### config.mk
export PLATFORM = sky130hd
export DESIGN_NAME = preemptive_priority_scheduler
export DESIGN_NICKNAME = d
export VERILOG_FILES = /design/src/hw/rtl/pps_pkg.sv /design/src/hw/rtl/pps_slot_mem.sv /design/src/hw/rtl/pps_scan.sv /design/src/hw/rtl/preemptive_priority_scheduler.sv
export SDC_FILE = /design/constraint.sdc
export NUM_CORES = 1
export LEC_CHECK = 0
export BUFFER_PORTS_ARGS = -buffer_cell sky130_fd_sc_hd__buf_4
export CORE_MARGIN = 3
export CORE_UTILIZATION = 50
export DETAILED_ROUTE_END_ITERATION = 8
export PLACE_DENSITY = 0.69
export SLEW_MARGIN = 20
export SYNTH_ARGS = -nofsm -noshare
export SYNTH_HDL_FRONTEND = slang
export SYNTH_SLANG_ARGS = --single-unit
### constraint.sdc
create_clock -name i_clk -period 4.5 [get_ports i_clk]
set_clock_uncertainty 0.1 [all_clocks]
set_input_delay 1.125 -clock i_clk [delete_from_list [all_inputs] [get_ports i_clk]]
set_output_delay 1.125 -clock i_clk [all_outputs]
set_load 0.01 [all_outputs]
### src/hw/rtl/pps_pkg.sv
// ----------------------------------------------------------------------------
// pps_pkg
// shared types and constants for the preemptive priority scheduler
// ----------------------------------------------------------------------------
package pps_pkg;

    localparam int SLOT_COUNT = 16;
    localparam int SLOT_BITS  = (SLOT_COUNT > 1) ? $clog2(SLOT_COUNT) : 1;
    localparam int TIME_BITS  = 16;

    // field widths of one beat
    localparam int CMD_W   = 2;
    localparam int SLOT_W  = 4;
    localparam int ARR_W   = 16;
    localparam int PRI_W   = 8;
    localparam int BURST_W = 16;
    localparam int TICK_W  = 16;

    localparam int IN_DATA_W  = 48;
    localparam int OUT_DATA_W = 32;

    // command codes
    localparam logic [CMD_W-1:0] CMD_CLEAR = 2'd0;
    localparam logic [CMD_W-1:0] CMD_LOAD  = 2'd1;
    localparam logic [CMD_W-1:0] CMD_TICK  = 2'd2;

    // last slot marker for "nothing ran"
    localparam logic [SLOT_BITS:0] NO_SLOT = (SLOT_BITS + 1)'(SLOT_COUNT);

    typedef enum logic [1:0] {
        ST_IDLE,
        ST_SCAN,
        ST_DRAIN,
        ST_UPDATE
    } t_state;

    // one entry of the slot memory
    typedef struct packed {
        logic [ARR_W-1:0]   arrival;
        logic [PRI_W-1:0]   priority_num;
        logic [BURST_W-1:0] remaining;
    } t_slot_ent;

    // one read beat from the slot memory into the scanner
    typedef struct packed {
        logic                 vld;
        logic                 used;
        logic [SLOT_BITS-1:0] idx;
        t_slot_ent            ent;
    } t_scan_beat;

    // running winner and work count of a scan
    typedef struct packed {
        logic                 found;
        logic [SLOT_BITS-1:0] idx;
        t_slot_ent            ent;
        logic [SLOT_BITS:0]   active_cnt;
    } t_best;

endpackage

### src/hw/rtl/pps_slot_mem.sv
// ----------------------------------------------------------------------------
// pps_slot_mem
// slot table: one write port, one read port, registered read data
// ----------------------------------------------------------------------------
module pps_slot_mem (
    input  logic                          i_clk,
    input  logic                          i_wr_en,
    input  logic [pps_pkg::SLOT_BITS-1:0] i_wr_addr,
    input  pps_pkg::t_slot_ent            i_wr_data,
    input  logic                          i_rd_en,
    input  logic [pps_pkg::SLOT_BITS-1:0] i_rd_addr,
    output pps_pkg::t_slot_ent            o_rd_data
);

    pps_pkg::t_slot_ent r_mem [pps_pkg::SLOT_COUNT];
    pps_pkg::t_slot_ent r_rd_data;

    always_ff @(posedge i_clk) begin
        if (i_wr_en) begin
            r_mem[i_wr_addr] <= i_wr_data;
        end
    end

    always_ff @(posedge i_clk) begin
        if (i_rd_en) begin
            r_rd_data <= r_mem[i_rd_addr];
        end
    end

    assign o_rd_data = r_rd_data;

endmodule

### src/hw/rtl/pps_scan.sv
// ----------------------------------------------------------------------------
// pps_scan
// keeps the best ready slot and the count of slots with work over one scan
// ----------------------------------------------------------------------------
module pps_scan (
    input  logic                          i_clk,
    input  logic                          i_rst_n,
    input  logic                          i_start,
    input  pps_pkg::t_scan_beat           i_beat,
    input  logic [pps_pkg::TIME_BITS-1:0] i_now,
    output pps_pkg::t_best                o_best
);

    pps_pkg::t_best r_best;
    pps_pkg::t_best n_best;

    logic has_work;
    logic ready;
    logic better;

    always_comb begin
        has_work = i_beat.used && (i_beat.ent.remaining != '0);
        ready    = has_work && (32'(i_beat.ent.arrival) <= 32'(i_now));
        // lower priority number wins, then earlier arrival; index order keeps ties
        better   = !r_best.found
                || (i_beat.ent.priority_num < r_best.ent.priority_num)
                || ((i_beat.ent.priority_num == r_best.ent.priority_num)
                    && (i_beat.ent.arrival < r_best.ent.arrival));

        n_best = r_best;
        if (i_start) begin
            n_best.found      = 1'b0;
            n_best.active_cnt = '0;
        end else if (i_beat.vld) begin
            if (has_work) begin
                n_best.active_cnt = r_best.active_cnt + 1'b1;
            end
            if (ready && better) begin
                n_best.found = 1'b1;
                n_best.idx   = i_beat.idx;
                n_best.ent   = i_beat.ent;
            end
        end
    end

    always_ff @(posedge i_clk) begin
        if (!i_rst_n) begin
            r_best.found      <= 1'b0;
            r_best.active_cnt <= '0;
        end else begin
            r_best.found      <= n_best.found;
            r_best.active_cnt <= n_best.active_cnt;
        end
        r_best.idx <= n_best.idx;
        r_best.ent <= n_best.ent;
    end

    assign o_best = r_best;

endmodule

### src/hw/rtl/preemptive_priority_scheduler.sv
// ----------------------------------------------------------------------------
// preemptive_priority_scheduler
// task slot table with a one-tick-at-a-time priority dispatcher
// ----------------------------------------------------------------------------
//
// channel   dir  fields (lowest bit first)
// s_axis    in   tuser: cmd[1:0]
//                tdata: slot[3:0] arrival_time[19:4] task_priority[27:20]
//                       burst_length[43:28], zero pad [47:44]
// m_axis    out  tdata: run_slot[3:0] idle[4] switched[5] first_run[6]
//                       finished[7] tick_time[23:8] all_done[24], zero pad
//
// clear and load beats give no result beat.
// a tick beat reads the table one slot at a time, lets the last read land in
// the drain state, then writes back the winner in the update state.
// the table memory has a single read port, so the scan is what sets the rate.
// reset (synchronous, active low) empties the table and zeroes the time.
// the result sits in an output register, so a new beat is taken while it
// waits; a second tick holds at write-back until that register frees.
//
module preemptive_priority_scheduler (
    input  logic                            i_clk,
    input  logic                            i_rst_n,

    input  logic                            s_axis_tvalid,
    output logic                            s_axis_tready,
    input  logic [pps_pkg::CMD_W-1:0]       s_axis_tuser,  // cmd
    input  logic [pps_pkg::IN_DATA_W-1:0]   s_axis_tdata,  // slot, arrival_time,
                                                           // task_priority, burst_length

    output logic                            m_axis_tvalid,
    input  logic                            m_axis_tready,
    output logic [pps_pkg::OUT_DATA_W-1:0]  m_axis_tdata   // run_slot, idle, switched,
                                                           // first_run, finished,
                                                           // tick_time, all_done
);

    // input field split
    logic [pps_pkg::SLOT_W-1:0]  in_slot;
    logic [pps_pkg::ARR_W-1:0]   in_arrival;
    logic [pps_pkg::PRI_W-1:0]   in_priority;
    logic [pps_pkg::BURST_W-1:0] in_burst;

    assign in_slot     = s_axis_tdata[3:0];
    assign in_arrival  = s_axis_tdata[19:4];
    assign in_priority = s_axis_tdata[27:20];
    assign in_burst    = s_axis_tdata[43:28];

    // control state
    pps_pkg::t_state r_state;
    pps_pkg::t_state n_state;

    logic [pps_pkg::SLOT_COUNT-1:0] r_valid;     // slot loaded since clear
    logic [pps_pkg::SLOT_COUNT-1:0] r_started;   // slot has run at least once
    logic [pps_pkg::TIME_BITS-1:0]  r_now;
    logic [pps_pkg::SLOT_BITS:0]    r_last;      // NO_SLOT when nothing carries over
    logic [pps_pkg::SLOT_BITS-1:0]  r_addr;      // scan read address
    logic                           r_rd_vld;    // read data lands this cycle
    logic [pps_pkg::SLOT_BITS-1:0]  r_rd_idx;

    // output register
    logic                              r_out_vld;
    logic [pps_pkg::OUT_DATA_W-1:0]    r_out_data;

    // fsm outputs
    logic in_beat;
    logic rd_en;
    logic scan_start;
    logic upd_fire;
    logic out_free;
    logic scan_last;

    // memory and scanner hookup
    logic                          wr_en;
    logic [pps_pkg::SLOT_BITS-1:0] wr_addr;
    pps_pkg::t_slot_ent            wr_data;
    pps_pkg::t_slot_ent            rd_data;
    pps_pkg::t_scan_beat           scan_beat;
    pps_pkg::t_best                best;

    logic load_ok;
    logic fin;
    logic done;
    logic sw;
    logic first;
    logic [pps_pkg::BURST_W-1:0] rem_dec;

    assign in_beat   = s_axis_tvalid && s_axis_tready;
    assign out_free  = !r_out_vld || m_axis_tready;
    assign scan_last = (r_addr == pps_pkg::SLOT_BITS'(pps_pkg::SLOT_COUNT - 1));
    assign load_ok   = (32'(in_slot) < pps_pkg::SLOT_COUNT);

    // next state
    always_comb begin
        n_state = r_state;
        case (r_state)
            pps_pkg::ST_IDLE: begin
                if (in_beat && (s_axis_tuser == pps_pkg::CMD_TICK)) begin
                    n_state = pps_pkg::ST_SCAN;
                end
            end
            pps_pkg::ST_SCAN: begin
                if (scan_last) begin
                    n_state = pps_pkg::ST_DRAIN;
                end
            end
            pps_pkg::ST_DRAIN: begin
                n_state = pps_pkg::ST_UPDATE;
            end
            pps_pkg::ST_UPDATE: begin
                if (out_free) begin
                    n_state = pps_pkg::ST_IDLE;
                end
            end
            default: begin
                n_state = pps_pkg::ST_IDLE;
            end
        endcase
    end

    // fsm outputs
    always_comb begin
        s_axis_tready = 1'b0;
        rd_en         = 1'b0;
        scan_start    = 1'b0;
        upd_fire      = 1'b0;
        case (r_state)
            pps_pkg::ST_IDLE: begin
                s_axis_tready = 1'b1;
                scan_start    = in_beat && (s_axis_tuser == pps_pkg::CMD_TICK);
            end
            pps_pkg::ST_SCAN: begin
                rd_en = 1'b1;
            end
            pps_pkg::ST_DRAIN: begin
                rd_en = 1'b0;
            end
            pps_pkg::ST_UPDATE: begin
                upd_fire = out_free;
            end
            default: begin
                s_axis_tready = 1'b0;
            end
        endcase
    end

    // winner bookkeeping
    always_comb begin
        rem_dec = best.ent.remaining - 1'b1;
        fin     = best.found && (rem_dec == '0);
        sw      = best.found && ({1'b0, best.idx} != r_last);
        first   = best.found && !r_started[best.idx];
        // the winner was counted in the scan; it drops out if it just finished
        done    = (best.active_cnt == '0)
               || ((best.active_cnt == (pps_pkg::SLOT_BITS + 1)'(1)) && fin);
    end

    // memory write: a load from idle, or write-back of the winner
    always_comb begin
        wr_en   = 1'b0;
        wr_addr = best.idx;
        wr_data = best.ent;
        wr_data.remaining = rem_dec;
        if (r_state == pps_pkg::ST_IDLE) begin
            wr_en   = in_beat && (s_axis_tuser == pps_pkg::CMD_LOAD) && load_ok;
            wr_addr = pps_pkg::SLOT_BITS'(in_slot);
            wr_data.arrival      = in_arrival;
            wr_data.priority_num = in_priority;
            wr_data.remaining    = in_burst;
        end else begin
            wr_en = upd_fire && best.found;
        end
    end

    pps_slot_mem u_mem (
        .i_clk     (i_clk),
        .i_wr_en   (wr_en),
        .i_wr_addr (wr_addr),
        .i_wr_data (wr_data),
        .i_rd_en   (rd_en),
        .i_rd_addr (r_addr),
        .o_rd_data (rd_data)
    );

    always_comb begin
        scan_beat.vld  = r_rd_vld;
        scan_beat.used = r_valid[r_rd_idx];
        scan_beat.idx  = r_rd_idx;
        scan_beat.ent  = rd_data;
    end

    pps_scan u_scan (
        .i_clk   (i_clk),
        .i_rst_n (i_rst_n),
        .i_start (scan_start),
        .i_beat  (scan_beat),
        .i_now   (r_now),
        .o_best  (best)
    );

    // state, table flags, time and output register
    always_ff @(posedge i_clk) begin
        if (!i_rst_n) begin
            r_state   <= pps_pkg::ST_IDLE;
            r_valid   <= '0;
            r_started <= '0;
            r_now     <= '0;
            r_last    <= pps_pkg::NO_SLOT;
            r_addr    <= '0;
            r_rd_vld  <= 1'b0;
            r_rd_idx  <= '0;
            r_out_vld <= 1'b0;
        end else begin
            r_state  <= n_state;
            r_rd_vld <= rd_en;

            // slot index travels with its read data
            if (rd_en) begin
                r_rd_idx <= r_addr;
            end

            // scan address walks the table once per tick
            if (scan_start) begin
                r_addr <= '0;
            end else if (rd_en) begin
                r_addr <= r_addr + 1'b1;
            end

            // clear and load
            if (r_state == pps_pkg::ST_IDLE && in_beat) begin
                case (s_axis_tuser)
                    pps_pkg::CMD_CLEAR: begin
                        r_valid   <= '0;
                        r_started <= '0;
                        r_now     <= pps_pkg::TIME_BITS'(in_arrival);
                        r_last    <= pps_pkg::NO_SLOT;
                    end
                    pps_pkg::CMD_LOAD: begin
                        if (load_ok) begin
                            r_valid[pps_pkg::SLOT_BITS'(in_slot)]   <= 1'b1;
                            r_started[pps_pkg::SLOT_BITS'(in_slot)] <= 1'b0;
                        end
                    end
                    default: begin
                        r_last <= r_last;
                    end
                endcase
            end

            // tick write-back
            if (upd_fire) begin
                if (best.found) begin
                    r_started[best.idx] <= 1'b1;
                    r_last <= fin ? pps_pkg::NO_SLOT : {1'b0, best.idx};
                end else begin
                    r_last <= pps_pkg::NO_SLOT;
                end
                if (r_now != '1) begin
                    r_now <= r_now + 1'b1;
                end
            end

            if (upd_fire) begin
                r_out_vld <= 1'b1;
            end else if (m_axis_tready) begin
                r_out_vld <= 1'b0;
            end
        end
    end

    // pad, all_done, tick_time, finished, first_run, switched, idle, run_slot
    always_ff @(posedge i_clk) begin
        if (upd_fire) begin
            r_out_data <= {7'd0, done, pps_pkg::TICK_W'(r_now), fin, first, sw,
                           !best.found, best.found ? 4'(best.idx) : 4'd0};
        end
    end

    assign m_axis_tvalid = r_out_vld;
    assign m_axis_tdata  = r_out_data;

endmodule

# Word-level counts from Yosys, hierarchy flattened

Memory sizes are Yosys's and may differ from the RTL's. A register that Yosys moved wholly into a read port is not among the register bits.
Index checks and enable logic that the tools add are counted.

Word-level logic and storage cells: 125
Input port bits: 54
Output and inout port bits: 34
Bits in registers: 140
Memories: 1
Bits in writable memories: 640

Reductions and logical operators: 38
Bitwise gates (word level): 6
Muxes and demuxes: 38
Add/subtract/negate cells: 4
Magnitude comparators: 8
Equality and inequality tests: 13

Memories:

| name        | depth | width | read ports | clocked after memory_dff | wr ports | line               | source |
|---|---|---|---|---|---|---|---|
| u_mem.r_mem | 16    | 40    | 1          | 1                        | 1        | pps_slot_mem.sv:15 | `pps_pkg::t_slot_ent r_mem [pps_pkg::SLOT_COUNT];` |

Operators by type and width:

| operator              | count |
|---|---|
| $mux 16               | 8 |
| $pmux 16 s2           | 2 |
| $mux 40               | 1 |
| $or 16x16->16         | 2 |
| $mux 5                | 5 |
| $add 16x1->16 const B | 1 |
| $and 16x16->16        | 1 |
| $le 16x16->1          | 1 |
| $logic_not 16->1      | 1 |
| $lt 16x16->1          | 1 |
| $ne 16x16->1 const B  | 1 |
| $not 16->16           | 1 |
| $reduce_bool 16->1    | 1 |
| $sub 16x1->16 const B | 1 |
| $logic_and 1x1->1     | 15 |
| $lt 4x5->1 const B    | 3 |
| $mux 1                | 13 |
| $bmux 1 s4            | 2 |
| $demux 1 s4           | 2 |
| $eq 8x8->1            | 1 |
| $ge 4x1->1 const B    | 2 |
| $lt 8x8->1            | 1 |
| $pmux 2 s4            | 1 |
| $reduce_and 2->1      | 4 |
| other kinds (18)      | 36 |

# Logic depth before layout (Yosys ltp)

Depth in word-level cells: 12
Mapped depth: 9
Depth with buffers taken out: 8

# Modules after synthesis

A second synthesis with hierarchy kept.

Cell total of the unflattened synthesis: 1,816
Area, all modules: 33,215.6 sq um

By module, submodules not included:

| module                        | times used | area each (sq um) | sequential area each (sq um) | cells each |
|---|---|---|---|---|
| pps_slot_mem                  | 1          | 25,530.7          | 20,419.6                     | 1,040 |
| preemptive_priority_scheduler | 1          | 5,087.4           | 2,052.0                      | 561 |
| pps_scan                      | 1          | 2,597.5           | 1,441.4                      | 215 |

# Worst setup path before layout

No wires, ideal clock.

Path type: input to register
Start: input port m_axis_tready
End: memory u_mem.r_mem[10][0] (netlist bit) (enable)
Path slack: 156 ps
Required time: 3,963 ps
Stages on the path: 7
Arrival: 3,806 ps
Cells stage by stage: nor2b_1 -> nand2b_1 -> inv_1 -> nand2_1 -> o21ai_0 -> o21ai_0 -> nor2_1

Longest elaborated chain between the ends: 6

Ends and longest elaborated chain:

| item                         | line                                 | source |
|---|---|---|
| start, declared              | preemptive_priority_scheduler.sv:32  | `input logic m_axis_tready,` |
| $logic_or 1x1->1             | preemptive_priority_scheduler.sv:89  | `assign out_free = !r_out_vld \|\| m_axis_tready;` |
| $mux 1                       | preemptive_priority_scheduler.sv:127 | `case (r_state)` |
| $logic_and 1x1->1            | preemptive_priority_scheduler.sv:171 | `wr_en = upd_fire && best.found;` |
| $mux 1                       | preemptive_priority_scheduler.sv:164 | `if (r_state == pps_pkg::ST_IDLE) begin` |
| $mux 1                       | pps_slot_mem.sv:19                   | `if (i_wr_en) begin` |
| $mux 1 (implied by the code) | pps_slot_mem.sv:20                   | `r_mem[i_wr_addr] <= i_wr_data;` |
| end, declared                | pps_slot_mem.sv:15                   |  |

Every way passes these cells.

# Final worst setup path

Start: input port m_axis_tready
End: memory u_mem.r_mem[14][21] (netlist bit) (enable)

Same word-level chain as after synthesis.

==> reports/summary.txt <==
Die area - 68660 µm²
Least-Margin Pin Slew - 1.109 ns
Min-delay src - u_mem.o_rd_data[5]
Top_reg_cell synth - edfxtp_1
Largest net degree at the start of global routing - 50
Required @ worst endpoint - 4.64 ns
Cts hold-fix bufs - 0
Area Overhead vs Synth - 14.04%
Fin. Hold Viols - 0
Vias - 17130
Overall die width - 262.0 µm
First-pass GRT wire length - 109600 µm
Diode count - 0
Die height - 262.0 µm
CORE AREA - 64700 µm²
CTS tree - done
Drt via density - 6.076
Placer congestion estimate - 0.8919
PostCTS Resize Cnt - 0
Area share of the leading cell type in the synthesized netlist - 68.62%
Post-synth ARST share - 0%
H-tree Lvls - 3
Setup violators final - 0
Initial Util - 50.66%
Vias in the first global route - 17420
Max-slew violation count - 0
Crit path kind - in -> reg
Clk_lat worst skew - 0.63 ns
Mapped Cells - 1744
FF+latch count, synth - 820
Sinks on Clock Net - 820
Number of max-cap violations - 0
Port bufs - 76
R2R Path Start - u_scan.o_best[6]
Seq/Total Area, Yosys - 72.95%
Reg clk slew, reported paths - 0.06 ns
Initial antenna violation count - 1
Max-slew headroom - 23.95%
Root Driver - clkbuf_16
Clk buf depth - 3
Total gr overflow - 0
Final Core Density - 57.78%
Total of fill cells in the finished design - 4767
Arr. time, crit path - 3.58 ns
Critical-path maximum fanout - 30
Ratio of cells with drive above 1 in the final layout - 26.53%
Post-DP Area - 34860 µm²
Synth warn - 0
Final wirelength - 71910 µm
CP Launch Point - m_axis_tready
Post-route cell area - 37380 µm²
# rows - 93
Routed WL per cell - 25.51 µm
Clock buffer count from CTS - 81
Area contributors post-synth - edfxtp_1 (69%), mux4_2 (14%), dfxtp_1 (4.3%)
Post-Syn Area - 32780 µm²
Class of the worst hold path - reg -> reg
Crit end category - register
Post-CTS setup buffers - 0
Final HPWL DP - 41870 µm
Leakage power - 0.01187 µW
Number of I/O pins - 88
Max IR drop VDD - 0.2906 mV
Final ANT Viol Nets - 0
DR pass1 iterations - 6
FMAX - 0.2907 GHz
Synth Area per Inst - 18.79 µm²
Min Clock Period, post-route - 3.440 ns
Storage cell area - 23930 µm²
Netlist cell types - 72
Area of the multi-input gates - 8418 µm²
Leading area contributor after synthesis - edfxtp_1
Crit path launch type - input port
Fin crit share - 76.44%
RSZ-0062 raised after global routing - false
EDFF count, synth - 749
Status - finished, final reports clean
Total Routing Usage GR - 21.54%
P per Cell Area - 502.8 nW/µm²
Initial DRC Count - 1975
Final setup TNS - 0 ns
DRC - 0
Nets@finish - 2004
worst max-delay path, stage by stage:
cell and delay [ns]:
buf_4 0.08, nor2b_1 0.06, nand2b_1 0.27, inv_1 0.12, nand2_1 0.12, o21ai_0 0.60, nand2_1 0.42, nor2_4 0.21
buf_4 0.56
per-layer routing:
layer  global-route usage, %  up-vias  routed length (µm)
li1                        -     7353                   -
met1                   31.30     8955               30340
met2                   34.63      696               34850
met3                   3.325      122                5258
met4                   5.681        2                1442
met5                       0        -                  13
where the power goes:
group          total (µW)  switching (µW)  leakage [µW]  internal [µW]
sequential           9510             184       0.00732           9320
clock                6440            2800       0.00123           3640
combinational        2850            1740       0.00332           1110
cells in the mapped netlist, types with 12 or more instances:
master	instances
edfxtp_1	749
mux4_2	210
nor2_1	95
nand2_1	80
dfxtp_1	71
clkbuf_1	60
inv_1	57
a21oi_1	53
ha_1	50
o21ai_0	50
nand3_1	34
nor3_1	29
xnor2_1	16
buf_1	13
nor4_1	12
final timing paths:
kind | end | slack (ns) | depth (start not counted)
min reg2reg | u_scan.o_best[10] | 0.35 | 0
max reg2reg | m_axis_tdata[24] | 1.07 | 7
max | u_mem.r_mem[14][21] | 1.06 | 9
min | u_scan.o_best[10] | 0.35 | 0
flip-flops by register name, indices dropped and copies added (netlist names):
register	flops
u_mem.r_mem	640
u_scan.o_best	50
u_mem.o_rd_data	40
m_axis_tdata	25
r_now	16
r_started	16
r_valid	16
r_last	5
r_addr	4
r_rd_idx	4
r_state	2
m_axis_tvalid	1
r_rd_vld	1
final cells by class:
| cell class | instances | area share, % |
|---|---|---|
| sequential | 820 | 64.01 |
| multi-input combinational | 785 | 22.52 |
| inverter | 57 | 0.5724 |
| clock inverter | 50 | 1.084 |
| clock buffer | 97 | 5.637 |
| tap | 855 | 2.862 |
| timing repair buffer | 155 | 3.314 |
cell families (layout without fill, tap and decap cells):
group | Yosys count | after routing | share of synthesized area [%]
AND/OR/NAND/NOR | 313 | 313 | 4.554
XOR/XNOR | 23 | 23 | 0.6146
multiplexers | 219 | 219 | 14.71
other | 1 | 7 | 0.01144
buffers and inverters | 145 | 359 | 1.874
adder cells (fa/ha/maj) | 50 | 50 | 1.909
AO/OA/AOI/OAI | 173 | 173 | 3.371
flip-flops | 820 | 820 | 72.95
cells in the final DEF, fill, tap and decap left out, types with 7 or more instances in the layout:
| master | count |
|---|---|
| edfxtp_1 | 749 |
| mux4_2 | 210 |
| buf_4 | 149 |
| clkbuf_16 | 81 |
| nand2_1 | 80 |
| nor2_1 | 79 |
| dfxtp_1 | 67 |
| inv_1 | 57 |
| a21oi_1 | 52 |
| ha_1 | 48 |
| o21ai_0 | 41 |
| nand3_1 | 34 |
| nor3_1 | 29 |
| clkinv_1 | 22 |
| xnor2_1 | 16 |
| nor2_4 | 16 |
| clkinv_2 | 14 |
| clkbuf_1 | 14 |
| nor4_1 | 12 |
| nand4_1 | 11 |
| nor2b_1 | 9 |
| o21ai_1 | 9 |
| o211ai_1 | 8 |
| xor2_1 | 7 |
| mux2i_1 | 7 |
| conb_1 | 7 |
through the flow:
stage | total power [µW] | setup slack [ns] | instances | hold WS [ns]
6_report | 18800 | 1.060 | 2819 | 0.3538
2_1_floorplan | 11460 | 0.1562 | 1750 | 0.3064
4_1_cts | 18950 | 1.073 | 2819 | 0.3509
3_3_place_gp | 12400 | 0.5519 | 2672 | 0.3326
5_1_grt | 19540 | 0.8930 | 2819 | 0.3559
3_5_place_dp | 12530 | 0.5598 | 2672 | 0.3379
(Power assumes the default switching activity.)
